<file path="config.mk">
export PLATFORM = sky130hd
export DESIGN_NAME = touch_slider_position_tracker
export DESIGN_NICKNAME = d
export VERILOG_FILES = /design/src/rtl/tsp_pkg.sv /design/src/rtl/tsp_div.sv /design/src/rtl/tsp_lane.sv /design/src/rtl/tsp_merge.sv /design/src/rtl/touch_slider_position_tracker.sv
export SDC_FILE = /design/constraint.sdc
export NUM_CORES = 2
export LEC_CHECK = 0
export BUFFER_PORTS_ARGS = -buffer_cell sky130_fd_sc_hd__buf_2
export CAP_MARGIN = 25
export CORE_UTILIZATION = 38
export CTS_CLUSTER_DIAMETER = 100
export DETAILED_ROUTE_END_ITERATION = 16
export GPL_TIMING_DRIVEN = 1
export HOLD_SLACK_MARGIN = 0.06
export SKIP_CTS_REPAIR_TIMING = 1
export SLEW_MARGIN = 10
export SYNTH_ARGS = -nofsm -noshare
export SYNTH_HDL_FRONTEND = slang
export SYNTH_SLANG_ARGS = --single-unit
</file>
<file path="constraint.sdc">
create_clock -name clk -period 24 [get_ports clk]
set_input_delay 2.4 -clock clk [delete_from_list [all_inputs] [get_ports clk]]
set_output_delay 2.4 -clock clk [all_outputs]
set_load 0.02 [all_outputs]
</file>
<file path="src/rtl/tsp_pkg.sv">
// Shared types and constants for the touch slider position tracker.
// No dependencies; every other file takes names from here by scope.
`timescale 1ns / 1ps

package tsp_pkg;

    localparam int CHANNELS      = 4;
    localparam int SAMPLE_BITS   = 16;
    localparam int LANE_W        = 16;
    localparam int SCALE         = 1000;
    localparam int WEIGHT_OFFSET = 2;

    localparam int DIVD_W    = 26;
    localparam int DIVS_W    = 17;
    localparam int DIV_CNT_W = $clog2(DIVD_W + 1);
    localparam int PRESS_W   = 10;
    localparam int TOTAL_W   = 12;
    localparam int SUM_W     = 16;
    localparam int LOC_W     = 13;
    localparam int SPEED_W   = 14;
    localparam int ACCEL_W   = 15;
    localparam int CNT_W     = 3;
    localparam int IDX_W     = $clog2(CHANNELS);
    localparam int TIME_W    = 32;

    localparam logic [CNT_W-1:0] CFG_RESET = CNT_W'(4);

    typedef enum logic [1:0] {
        EV_NONE     = 2'd0,
        EV_PRESSED  = 2'd1,
        EV_CHANGED  = 2'd2,
        EV_RELEASED = 2'd3
    } event_kind_t;

    typedef enum logic [2:0] {
        S_IDLE,
        S_LOAD,
        S_DIVA,
        S_SCALE,
        S_DIVB,
        S_MERGE,
        S_DONE
    } state_t;

    typedef struct packed {
        logic               start_a;
        logic               capture;
        logic               start_b;
        logic [TOTAL_W-1:0] total;
    } lane_cmd_t;

    typedef struct packed {
        logic               busy;
        logic [PRESS_W-1:0] raw;
        logic [PRESS_W-1:0] norm;
        logic [PRESS_W-1:0] scaled;
    } lane_stat_t;

endpackage

</file>
<file path="src/rtl/tsp_div.sv">
// Restoring radix-2 divider, one quotient bit per cycle.
// Depends on tsp_pkg for operand widths.
`timescale 1ns / 1ps

module tsp_div (
    input  logic                        clk,
    input  logic                        rst_n,
    input  logic                        start,
    input  logic [tsp_pkg::DIVD_W-1:0]  dividend,
    input  logic [tsp_pkg::DIVS_W-1:0]  divisor,
    output logic                        busy,
    output logic [tsp_pkg::DIVD_W-1:0]  quotient
);

    logic [tsp_pkg::DIV_CNT_W-1:0] cnt_reg, cnt_next;
    logic [tsp_pkg::DIVD_W-1:0]    quo_reg, quo_next;
    logic [tsp_pkg::DIVS_W-1:0]    dvs_reg, dvs_next;
    logic [tsp_pkg::DIVS_W-1:0]    rem_reg, rem_next;
    logic [tsp_pkg::DIVS_W:0]      trial;
    logic [tsp_pkg::DIVS_W:0]      diff;
    logic                          fits;

    always_comb
    begin
        trial    = {rem_reg, quo_reg[tsp_pkg::DIVD_W-1]};
        diff     = trial - {1'b0, dvs_reg};
        fits     = trial >= {1'b0, dvs_reg};
        cnt_next = cnt_reg;
        quo_next = quo_reg;
        dvs_next = dvs_reg;
        rem_next = rem_reg;
        if (start)
        begin
            cnt_next = tsp_pkg::DIV_CNT_W'(tsp_pkg::DIVD_W);
            quo_next = dividend;
            dvs_next = divisor;
            rem_next = '0;
        end
        else if (cnt_reg != '0)
        begin
            cnt_next = cnt_reg - 1'b1;
            quo_next = {quo_reg[tsp_pkg::DIVD_W-2:0], fits};
            rem_next = fits ? diff[tsp_pkg::DIVS_W-1:0] : trial[tsp_pkg::DIVS_W-1:0];
        end
    end

    always_ff @(posedge clk or negedge rst_n)
    begin
        if (!rst_n)
        begin
            cnt_reg <= '0;
        end
        else
        begin
            cnt_reg <= cnt_next;
        end
    end

    always_ff @(posedge clk)
    begin
        quo_reg <= quo_next;
        dvs_reg <= dvs_next;
        rem_reg <= rem_next;
    end

    assign busy     = cnt_reg != '0;
    assign quotient = quo_reg;

endmodule

</file>
<file path="src/rtl/tsp_lane.sv">
// One slider channel: raw and normalized pressure, then share of the total.
// Depends on tsp_pkg and tsp_div.
`timescale 1ns / 1ps

module tsp_lane (
    input  logic                             clk,
    input  logic                             rst_n,
    input  logic [tsp_pkg::SAMPLE_BITS-1:0]  sample,
    input  logic [tsp_pkg::SAMPLE_BITS-1:0]  min_val,
    input  logic [tsp_pkg::SAMPLE_BITS-1:0]  max_val,
    input  tsp_pkg::lane_cmd_t               cmd,
    output tsp_pkg::lane_stat_t              stat
);

    logic [tsp_pkg::DIVD_W-1:0]  p_dividend, n_dividend;
    logic [tsp_pkg::DIVS_W-1:0]  p_divisor, n_divisor;
    logic [tsp_pkg::DIVD_W-1:0]  p_quo, n_quo;
    logic                        p_busy, n_busy;
    logic [tsp_pkg::SAMPLE_BITS-1:0] span, excess;
    logic                        below, inverted;
    logic [tsp_pkg::PRESS_W-1:0] raw_reg, norm_reg;
    logic [tsp_pkg::PRESS_W-1:0] raw_next, norm_next;

    function automatic logic [tsp_pkg::PRESS_W-1:0] invert(
        input logic [tsp_pkg::DIVD_W-1:0] q
    );
        logic [tsp_pkg::DIVD_W-1:0] s;
        s = tsp_pkg::DIVD_W'(tsp_pkg::SCALE);
        invert = (q < s) ? tsp_pkg::PRESS_W'(s - q) : '0;
    endfunction

    always_comb
    begin
        span     = max_val - min_val;
        excess   = sample - min_val;
        below    = sample < min_val;
        inverted = max_val < min_val;
        if (cmd.start_b)
        begin
            p_dividend = tsp_pkg::DIVD_W'(raw_reg) * tsp_pkg::DIVD_W'(tsp_pkg::SCALE);
            p_divisor  = tsp_pkg::DIVS_W'(cmd.total) + 1'b1;
        end
        else
        begin
            p_dividend = tsp_pkg::DIVD_W'(sample) * tsp_pkg::DIVD_W'(tsp_pkg::SCALE);
            p_divisor  = tsp_pkg::DIVS_W'(max_val) + 1'b1;
        end
        n_dividend = tsp_pkg::DIVD_W'(excess) * tsp_pkg::DIVD_W'(tsp_pkg::SCALE);
        n_divisor  = tsp_pkg::DIVS_W'(span) + 1'b1;
        raw_next   = raw_reg;
        norm_next  = norm_reg;
        if (cmd.capture)
        begin
            raw_next = invert(p_quo);
            if (below)
            begin
                norm_next = '0;
            end
            else if (inverted)
            begin
                norm_next = tsp_pkg::PRESS_W'(tsp_pkg::SCALE);
            end
            else
            begin
                norm_next = invert(n_quo);
            end
        end
    end

    tsp_div u_div_p (
        .clk      (clk),
        .rst_n    (rst_n),
        .start    (cmd.start_a | cmd.start_b),
        .dividend (p_dividend),
        .divisor  (p_divisor),
        .busy     (p_busy),
        .quotient (p_quo)
    );

    tsp_div u_div_n (
        .clk      (clk),
        .rst_n    (rst_n),
        .start    (cmd.start_a),
        .dividend (n_dividend),
        .divisor  (n_divisor),
        .busy     (n_busy),
        .quotient (n_quo)
    );

    always_ff @(posedge clk)
    begin
        raw_reg  <= raw_next;
        norm_reg <= norm_next;
    end

    assign stat.busy   = p_busy | n_busy;
    assign stat.raw    = raw_reg;
    assign stat.norm   = norm_reg;
    assign stat.scaled = p_quo[tsp_pkg::PRESS_W-1:0];

endmodule

</file>
<file path="src/rtl/tsp_merge.sv">
// Merge of lane results: pressure totals, strongest channel and centroid.
// Depends on tsp_pkg for lane status and widths.
`timescale 1ns / 1ps

module tsp_merge (
    input  tsp_pkg::lane_stat_t             stat [tsp_pkg::CHANNELS],
    input  logic [tsp_pkg::CNT_W-1:0]       used,
    output logic [tsp_pkg::TOTAL_W-1:0]     total,
    output logic [tsp_pkg::LOC_W-1:0]       loc
);

    logic [tsp_pkg::TOTAL_W-1:0] total_norm;
    logic [tsp_pkg::TOTAL_W-1:0] deficit;
    logic [tsp_pkg::SUM_W-1:0]   loc_raw, loc_norm, pick;
    logic [tsp_pkg::PRESS_W-1:0] best;
    logic [tsp_pkg::IDX_W-1:0]   strongest;
    logic                        short;

    always_comb
    begin
        total      = '0;
        total_norm = '0;
        loc_raw    = '0;
        loc_norm   = '0;
        best       = '0;
        strongest  = '0;
        for (int i = 0; i < tsp_pkg::CHANNELS; i++)
        begin
            if (i < int'(used))
            begin
                total      = total + tsp_pkg::TOTAL_W'(stat[i].raw);
                total_norm = total_norm + tsp_pkg::TOTAL_W'(stat[i].norm);
                loc_raw    = loc_raw + tsp_pkg::SUM_W'(i + tsp_pkg::WEIGHT_OFFSET)
                             * tsp_pkg::SUM_W'(stat[i].scaled);
                loc_norm   = loc_norm + tsp_pkg::SUM_W'(i + tsp_pkg::WEIGHT_OFFSET)
                             * tsp_pkg::SUM_W'(stat[i].norm);
                if (best < stat[i].scaled)
                begin
                    best      = stat[i].scaled;
                    strongest = tsp_pkg::IDX_W'(i);
                end
            end
        end
        short   = total_norm < tsp_pkg::TOTAL_W'(tsp_pkg::SCALE);
        deficit = tsp_pkg::TOTAL_W'(tsp_pkg::SCALE) - total_norm;
        if (short && strongest == '0)
        begin
            loc_norm = loc_norm + tsp_pkg::SUM_W'(deficit);
        end
        else if (short && strongest == tsp_pkg::IDX_W'(used - 1'b1))
        begin
            loc_norm = loc_norm + (tsp_pkg::SUM_W'(used) + tsp_pkg::SUM_W'(tsp_pkg::WEIGHT_OFFSET))
                       * tsp_pkg::SUM_W'(deficit);
        end
        else
        begin
            loc_norm = '0;
        end
        pick = (loc_norm != '0) ? loc_norm : loc_raw;
        loc  = (pick >= tsp_pkg::SUM_W'(tsp_pkg::SCALE))
               ? tsp_pkg::LOC_W'(pick - tsp_pkg::SUM_W'(tsp_pkg::SCALE)) : '0;
    end

endmodule

</file>
<file path="src/rtl/touch_slider_position_tracker.sv">
// Top level of the touch slider position tracker: control, lanes and state.
// Depends on tsp_pkg, tsp_lane (with tsp_div) and tsp_merge.
`timescale 1ns / 1ps

// Usage:
// An input beat (in_valid/in_ready) carries one press or release event with a
// timestamp, packed per-channel samples, calibrated minima and maxima and the
// active mask. Each input beat yields exactly one output beat (out_valid/
// out_ready) with event kind, pressed flag, location, speed and acceleration.
// cfg_wr_en/cfg_wr_data write the channel count; the user must write it only while
// the block is idle, which the block itself does not enforce. A press steps through
// S_LOAD, S_DIVA, S_SCALE, S_DIVB and S_MERGE to S_DONE, running two passes of the
// bit-serial divider in every lane (pressures, then share of the total). A release
// or a repeated timestamp goes from S_LOAD straight to S_DONE.
// One event is in flight at a time; in_ready is high only when idle, so the
// next beat is taken in the cycle after a result is finished at the earliest.
// The output register holds a finished beat while the next event is taken;
// a stalled receiver holds the following result in its final state.
// Reset clears the tracking state, the output valid and sets the channel
// count to four.

module touch_slider_position_tracker (
    input  logic                                  clk,
    input  logic                                  rst_n,
    input  logic                                  cfg_wr_en,
    input  logic [tsp_pkg::CNT_W-1:0]             cfg_wr_data,
    input  logic                                  in_valid,
    output logic                                  in_ready,
    input  logic                                  mode,
    input  logic [tsp_pkg::TIME_W-1:0]            event_time,
    input  logic [tsp_pkg::CHANNELS*tsp_pkg::LANE_W-1:0] sample_values,
    input  logic [tsp_pkg::CHANNELS*tsp_pkg::LANE_W-1:0] min_values,
    input  logic [tsp_pkg::CHANNELS*tsp_pkg::LANE_W-1:0] max_values,
    input  logic [tsp_pkg::CHANNELS-1:0]          active_mask,
    output logic                                  out_valid,
    input  logic                                  out_ready,
    output logic [1:0]                            event_kind,
    output logic                                  is_pressed,
    output logic [tsp_pkg::LOC_W-1:0]             location,
    output logic signed [tsp_pkg::SPEED_W-1:0]    speed,
    output logic signed [tsp_pkg::ACCEL_W-1:0]    acceleration
);

    tsp_pkg::state_t state_reg, state_next;
    logic [tsp_pkg::CNT_W-1:0] cfg_reg;
    logic [tsp_pkg::CNT_W-1:0] used;

    logic                                          mode_reg;
    logic [tsp_pkg::TIME_W-1:0]                    time_reg;
    logic [tsp_pkg::CHANNELS*tsp_pkg::LANE_W-1:0]  smp_reg, min_reg, max_reg;
    logic [tsp_pkg::CHANNELS-1:0]                  act_reg;

    logic [tsp_pkg::TIME_W-1:0]  last_time_reg, last_time_next;
    logic [tsp_pkg::LOC_W-1:0]   pos_reg, pos_next;
    logic [tsp_pkg::SPEED_W-1:0] vel_reg, vel_next;
    logic [tsp_pkg::ACCEL_W-1:0] acc_reg, acc_next;
    logic                        touched_reg, touched_next;
    logic [tsp_pkg::LOC_W-1:0]   loc_reg;

    logic                        out_valid_reg;
    tsp_pkg::event_kind_t        kind_reg, kind_next;
    logic                        commit;

    tsp_pkg::lane_cmd_t          cmd;
    tsp_pkg::lane_stat_t         stat [tsp_pkg::CHANNELS];
    logic [tsp_pkg::TOTAL_W-1:0] total;
    logic [tsp_pkg::LOC_W-1:0]   merged_loc;
    logic [tsp_pkg::CHANNELS-1:0] lane_mask;
    logic                        repeat_hit;
    logic [tsp_pkg::SPEED_W-1:0] spd;

    always_comb
    begin
        if (cfg_reg < tsp_pkg::CNT_W'(2))
        begin
            used = tsp_pkg::CNT_W'(2);
        end
        else if (cfg_reg > tsp_pkg::CNT_W'(tsp_pkg::CHANNELS))
        begin
            used = tsp_pkg::CNT_W'(tsp_pkg::CHANNELS);
        end
        else
        begin
            used = cfg_reg;
        end
        for (int i = 0; i < tsp_pkg::CHANNELS; i++)
        begin
            lane_mask[i] = i < int'(used);
        end
    end

    for (genvar g = 0; g < tsp_pkg::CHANNELS; g++)
    begin : g_lane
        tsp_lane u_lane (
            .clk     (clk),
            .rst_n   (rst_n),
            .sample  (smp_reg[g*tsp_pkg::LANE_W +: tsp_pkg::SAMPLE_BITS]),
            .min_val (min_reg[g*tsp_pkg::LANE_W +: tsp_pkg::SAMPLE_BITS]),
            .max_val (max_reg[g*tsp_pkg::LANE_W +: tsp_pkg::SAMPLE_BITS]),
            .cmd     (cmd),
            .stat    (stat[g])
        );
    end

    tsp_merge u_merge (
        .stat  (stat),
        .used  (used),
        .total (total),
        .loc   (merged_loc)
    );

    assign repeat_hit = time_reg == last_time_reg;
    assign in_ready   = state_reg == tsp_pkg::S_IDLE;

    always_comb
    begin
        state_next     = state_reg;
        cmd.start_a    = 1'b0;
        cmd.capture    = 1'b0;
        cmd.start_b    = 1'b0;
        cmd.total      = total;
        commit         = 1'b0;
        last_time_next = last_time_reg;
        pos_next       = pos_reg;
        vel_next       = vel_reg;
        acc_next       = acc_reg;
        touched_next   = touched_reg;
        kind_next      = tsp_pkg::EV_NONE;
        spd            = '0;
        case (state_reg)
            tsp_pkg::S_IDLE:
            begin
                if (in_valid)
                begin
                    state_next = tsp_pkg::S_LOAD;
                end
            end
            tsp_pkg::S_LOAD:
            begin
                if (repeat_hit || mode_reg)
                begin
                    state_next = tsp_pkg::S_DONE;
                end
                else
                begin
                    cmd.start_a = 1'b1;
                    state_next  = tsp_pkg::S_DIVA;
                end
            end
            tsp_pkg::S_DIVA:
            begin
                if (!stat[0].busy)
                begin
                    cmd.capture = 1'b1;
                    state_next  = tsp_pkg::S_SCALE;
                end
            end
            tsp_pkg::S_SCALE:
            begin
                cmd.start_b = 1'b1;
                state_next  = tsp_pkg::S_DIVB;
            end
            tsp_pkg::S_DIVB:
            begin
                if (!stat[0].busy)
                begin
                    state_next = tsp_pkg::S_MERGE;
                end
            end
            tsp_pkg::S_MERGE:
            begin
                state_next = tsp_pkg::S_DONE;
            end
            tsp_pkg::S_DONE:
            begin
                if (!out_valid_reg || out_ready)
                begin
                    commit     = 1'b1;
                    state_next = tsp_pkg::S_IDLE;
                    if (!repeat_hit)
                    begin
                        last_time_next = time_reg;
                        if (!mode_reg)
                        begin
                            if (loc_reg != pos_reg)
                            begin
                                if (pos_reg != '0)
                                begin
                                    spd = tsp_pkg::SPEED_W'({1'b0, loc_reg})
                                          - tsp_pkg::SPEED_W'({1'b0, pos_reg});
                                end
                                acc_next = {spd[tsp_pkg::SPEED_W-1], spd}
                                           - {vel_reg[tsp_pkg::SPEED_W-1], vel_reg};
                                vel_next = spd;
                                kind_next = tsp_pkg::EV_CHANGED;
                            end
                            if (!touched_reg)
                            begin
                                kind_next = tsp_pkg::EV_PRESSED;
                            end
                            pos_next     = loc_reg;
                            touched_next = 1'b1;
                        end
                        else if ((act_reg & lane_mask) == '0)
                        begin
                            touched_next = 1'b0;
                            pos_next     = '0;
                            kind_next    = tsp_pkg::EV_RELEASED;
                        end
                    end
                end
            end
            default:
            begin
                state_next = tsp_pkg::S_IDLE;
            end
        endcase
    end

    always_ff @(posedge clk or negedge rst_n)
    begin
        if (!rst_n)
        begin
            state_reg     <= tsp_pkg::S_IDLE;
            cfg_reg       <= tsp_pkg::CFG_RESET;
            last_time_reg <= '0;
            pos_reg       <= '0;
            vel_reg       <= '0;
            acc_reg       <= '0;
            touched_reg   <= 1'b0;
            out_valid_reg <= 1'b0;
            kind_reg      <= tsp_pkg::EV_NONE;
        end
        else
        begin
            state_reg     <= state_next;
            last_time_reg <= last_time_next;
            pos_reg       <= pos_next;
            vel_reg       <= vel_next;
            acc_reg       <= acc_next;
            touched_reg   <= touched_next;
            if (cfg_wr_en)
            begin
                cfg_reg <= cfg_wr_data;
            end
            if (commit)
            begin
                out_valid_reg <= 1'b1;
                kind_reg      <= kind_next;
            end
            else if (out_ready)
            begin
                out_valid_reg <= 1'b0;
            end
        end
    end

    always_ff @(posedge clk)
    begin
        if (in_valid && in_ready)
        begin
            mode_reg <= mode;
            time_reg <= event_time;
            smp_reg  <= sample_values;
            min_reg  <= min_values;
            max_reg  <= max_values;
            act_reg  <= active_mask;
        end
        if (state_reg == tsp_pkg::S_MERGE)
        begin
            loc_reg <= merged_loc;
        end
    end

    assign out_valid    = out_valid_reg;
    assign event_kind   = kind_reg;
    assign is_pressed   = touched_reg;
    assign location     = pos_reg;
    assign speed        = vel_reg;
    assign acceleration = acc_reg;

    a_idle_after_accept: assert property (@(posedge clk) disable iff (!rst_n)
        (in_valid && in_ready) |=> state_reg == tsp_pkg::S_LOAD)
        else $error("accepted beat did not start processing");

    a_busy_in_div: assert property (@(posedge clk) disable iff (!rst_n)
        stat[0].busy |-> (state_reg == tsp_pkg::S_DIVA || state_reg == tsp_pkg::S_DIVB))
        else $error("lane divider running outside a divide state");

    a_release_clears: assert property (@(posedge clk) disable iff (!rst_n)
        !touched_reg |-> pos_reg == '0)
        else $error("location held while slider not pressed");

    a_commit_fills: assert property (@(posedge clk) disable iff (!rst_n)
        commit |=> out_valid_reg && state_reg == tsp_pkg::S_IDLE)
        else $error("finished event not presented");

endmodule

</file>
==> flow_metrics.tcl <==
set metrics [dict create \
    wl_met2_um 107000 \
    ios 284 \
    die_area_um2 234000 \
    synthFlopType "edfxtp_1" \
    drtIter0Drc 4069 \
    crit_start "cfg_reg[2]" \
    rsz0062_at_grt "false" \
    fmax_mhz 74.2 \
    synth_fp_nets 11100 \
    critPathLaunchType "flop" \
    final_cell_mix "1,126 x ha_1, 1,057 x inv_1, 654 x edfxtp_1" \
    num_rows 176 \
    final_hold_viol_count 0 \
    synth_top_area_share_pct 22.2 \
    synth-edff-count 654 \
    slowest_stage "dfstp_2" \
    min_period_over_period_pct 56.1 \
    utilization_pct 42.2 \
    first_pass_iters 6 \
    synth.area.top_cells "edfxtp_1 22%, ha_1 16%, fa_1 15%" \
    postRouteAntennaNets 0 \
    place_area_um2 93200 \
    ys_types 102 \
    max-cap-violations 0 \
    postLayoutCellArea_um2 97400 \
    muxShareOfSynthArea_pct 1.37 \
    grt_overflow 0 \
    critPathMaxFanout 60 \
    grt_pass1_vias 66200 \
    setup_violations 0 \
    dpl.hpwl_um 186000 \
    finish.net_count 11300 \
    cts_buffers 114 \
    cpPeakStageDelay_ns 0.86 \
    antenna_found_initial 14 \
    initial_utilization_pct 38.3 \
    htree_num_levels 3 \
    end_kind "flop" \
    crit_required_ns 24.48 \
    path_clk_slew_ns 0.07 \
    path_class "reg -> reg" \
    highest_layer "met5" \
    worstReg2RegStart "cfg_reg[2]" \
    fin_skew_ns 0.101 \
    synth_top_family_by_area "adder cells" \
    final_common_cell "ha_1" \
    gp_congestion 0.916 \
    area_growth_pct 10.3 \
    clockBufferDepth 3 \
    die_y_um 484 \
    synthSimpleGateAreaFrac_pct 11.8 \
    cts_sinks 926 \
    finalSetupTns_ns 0 \
    cp_num_buf_inv 3 \
    worst_pin_slew_ns 1.02 \
    wire_per_inst_um 18.7 \
    avgSynthCellArea_um2 9.72 \
    ys_seq_elements 926 \
    cp.arrival_ns 13.95 \
    drive_gt1_share_pct 7.56 \
    avgViaCountPerCell 5.31 \
    drc 0 \
    fp.dieW_um 484 \
    grt_use_total_pct 19.8 \
    status "complete, no violations" \
    maxSlewViolCount 0 \
    core-area_um2 231000 \
    synth_compound_area_share_pct 14.9 \
    synthCells 9084 \
    relSlewSlack_pct 31.4 \
    hold_path_class "reg -> reg" \
    synth_seq_area_share_pct 29.1 \
    synth_fa_ha_area_share_pct 30.7 \
    clk_latency_ns 0.83 \
    grt_start_max_net_pins 153 \
    critPathMostFrequentCell "ha_1" \
    post-route-min-period_ns 13.47 \
    worst_path_dominant_cell_family "compound AO/OA/AOI/OAI gates" \
    holdWs_ns 0.451 \
    wl_met3_um 9710 \
    drt-met1-wl_um 110000 \
    wirelength_um 232000 \
    synth.largest_area_cell "edfxtp_1" \
    grt_pass1_wl_um 370000 \
    cts_tree "built" \
    vias 66100 \
    port_buffers 283 \
    min-delay-start "g_lane[3].u_lane.u_div_p.rem_reg[16]" \
    synth_xor_xnor_area_share_pct 6.60 \
    synth_warnings 0 \
    synth_area_um2 88300 \
    nFillCells 22200 \
    cts-root-buf "clkbuf_16" \
    async_reset_ff_share_pct 13.4 \
]
-- tightest hold or removal path, cell delays in order, from the launching register on --
cell and delay, ns:
dfxtp_1 0.31, nand2_1 0.05, a21oi_1 0.05
-- layer usage --
layer,vias up,track usage (%)
met2,1316,32.4
met1,32200,27.5
met3,299,2.33
met4,12,5.34
li1,32300,-
met5,-,0
-- final cells by class --
cell class,count,area (um^2),share of cell area (%)
sequential,926,25700,26.4
multi-input combinational,6863,57800,59.4
inverter,1061,3990,4.10
timing repair buffer,350,2040,2.09
clock buffer,140,3100,3.19
clock inverter,77,882,0.906
antenna,8,20.0,0.0206
tap,3026,3790,3.89
-- metrics by stage --
stage	worst slack, ns	instances
after floorplan	11.40	9084
after global placement	10.72	12200
after detailed placement	10.54	12200
after CTS	10.50	12400
after global routing	9.42	12400
final	10.53	12500
-- cells in the mapped netlist, drive strengths merged, types with 19 or more instances --
library cell,instances
o21a,64
inv,1060
nand4,67
xnor2,409
a21boi,82
a211o,19
xor2,256
fa,649
nand3,258
a21oi,570
mux2i,34
o21bai,103
and3,89
edfxtp,654
ha,1127
nor3,166
buf,30
nor2,589
a22o,19
or3,57
o22ai,28
dfrtp,123
nor2b,85
o31a,51
dfxtp,148
a211oi,120
o21ai,654
a31o,20
clkbuf,204
a31oi,33
nand2,594
a21o,132
o31ai,48
o211ai,27
a22oi,35
and2,59
or2,22
nor4,64
mux2,77
nand2b,73
-- cells by family after synthesis --
group | after synthesis
mux | 111
flops | 926
buf+inv | 1295
xor+xnor | 665
fa+ha+maj | 1777
compound gates | 2116
simple gates | 2194
-- path summary, 6_finish.rpt --
kind | end | slack [ns] | cells past startpoint
worst min register to register | g_lane[3].u_lane.u_div_p.rem_reg[16] | 0.45 | 2
worst max register to register | loc_reg[11] | 10.53 | 48
worst min-delay path | g_lane[3].u_lane.u_div_p.rem_reg[16] | 0.45 | 2
worst max-delay path | loc_reg[11] | 10.53 | 48
min in group asynchronous | state_reg[0] | 1.68 | 1
max in group asynchronous | last_time_reg[1] | 20.85 | 2
Power is left out: the tool's default activity adds up to more than one toggle a clock period on the data nets, which glitch-free logic cannot reach.
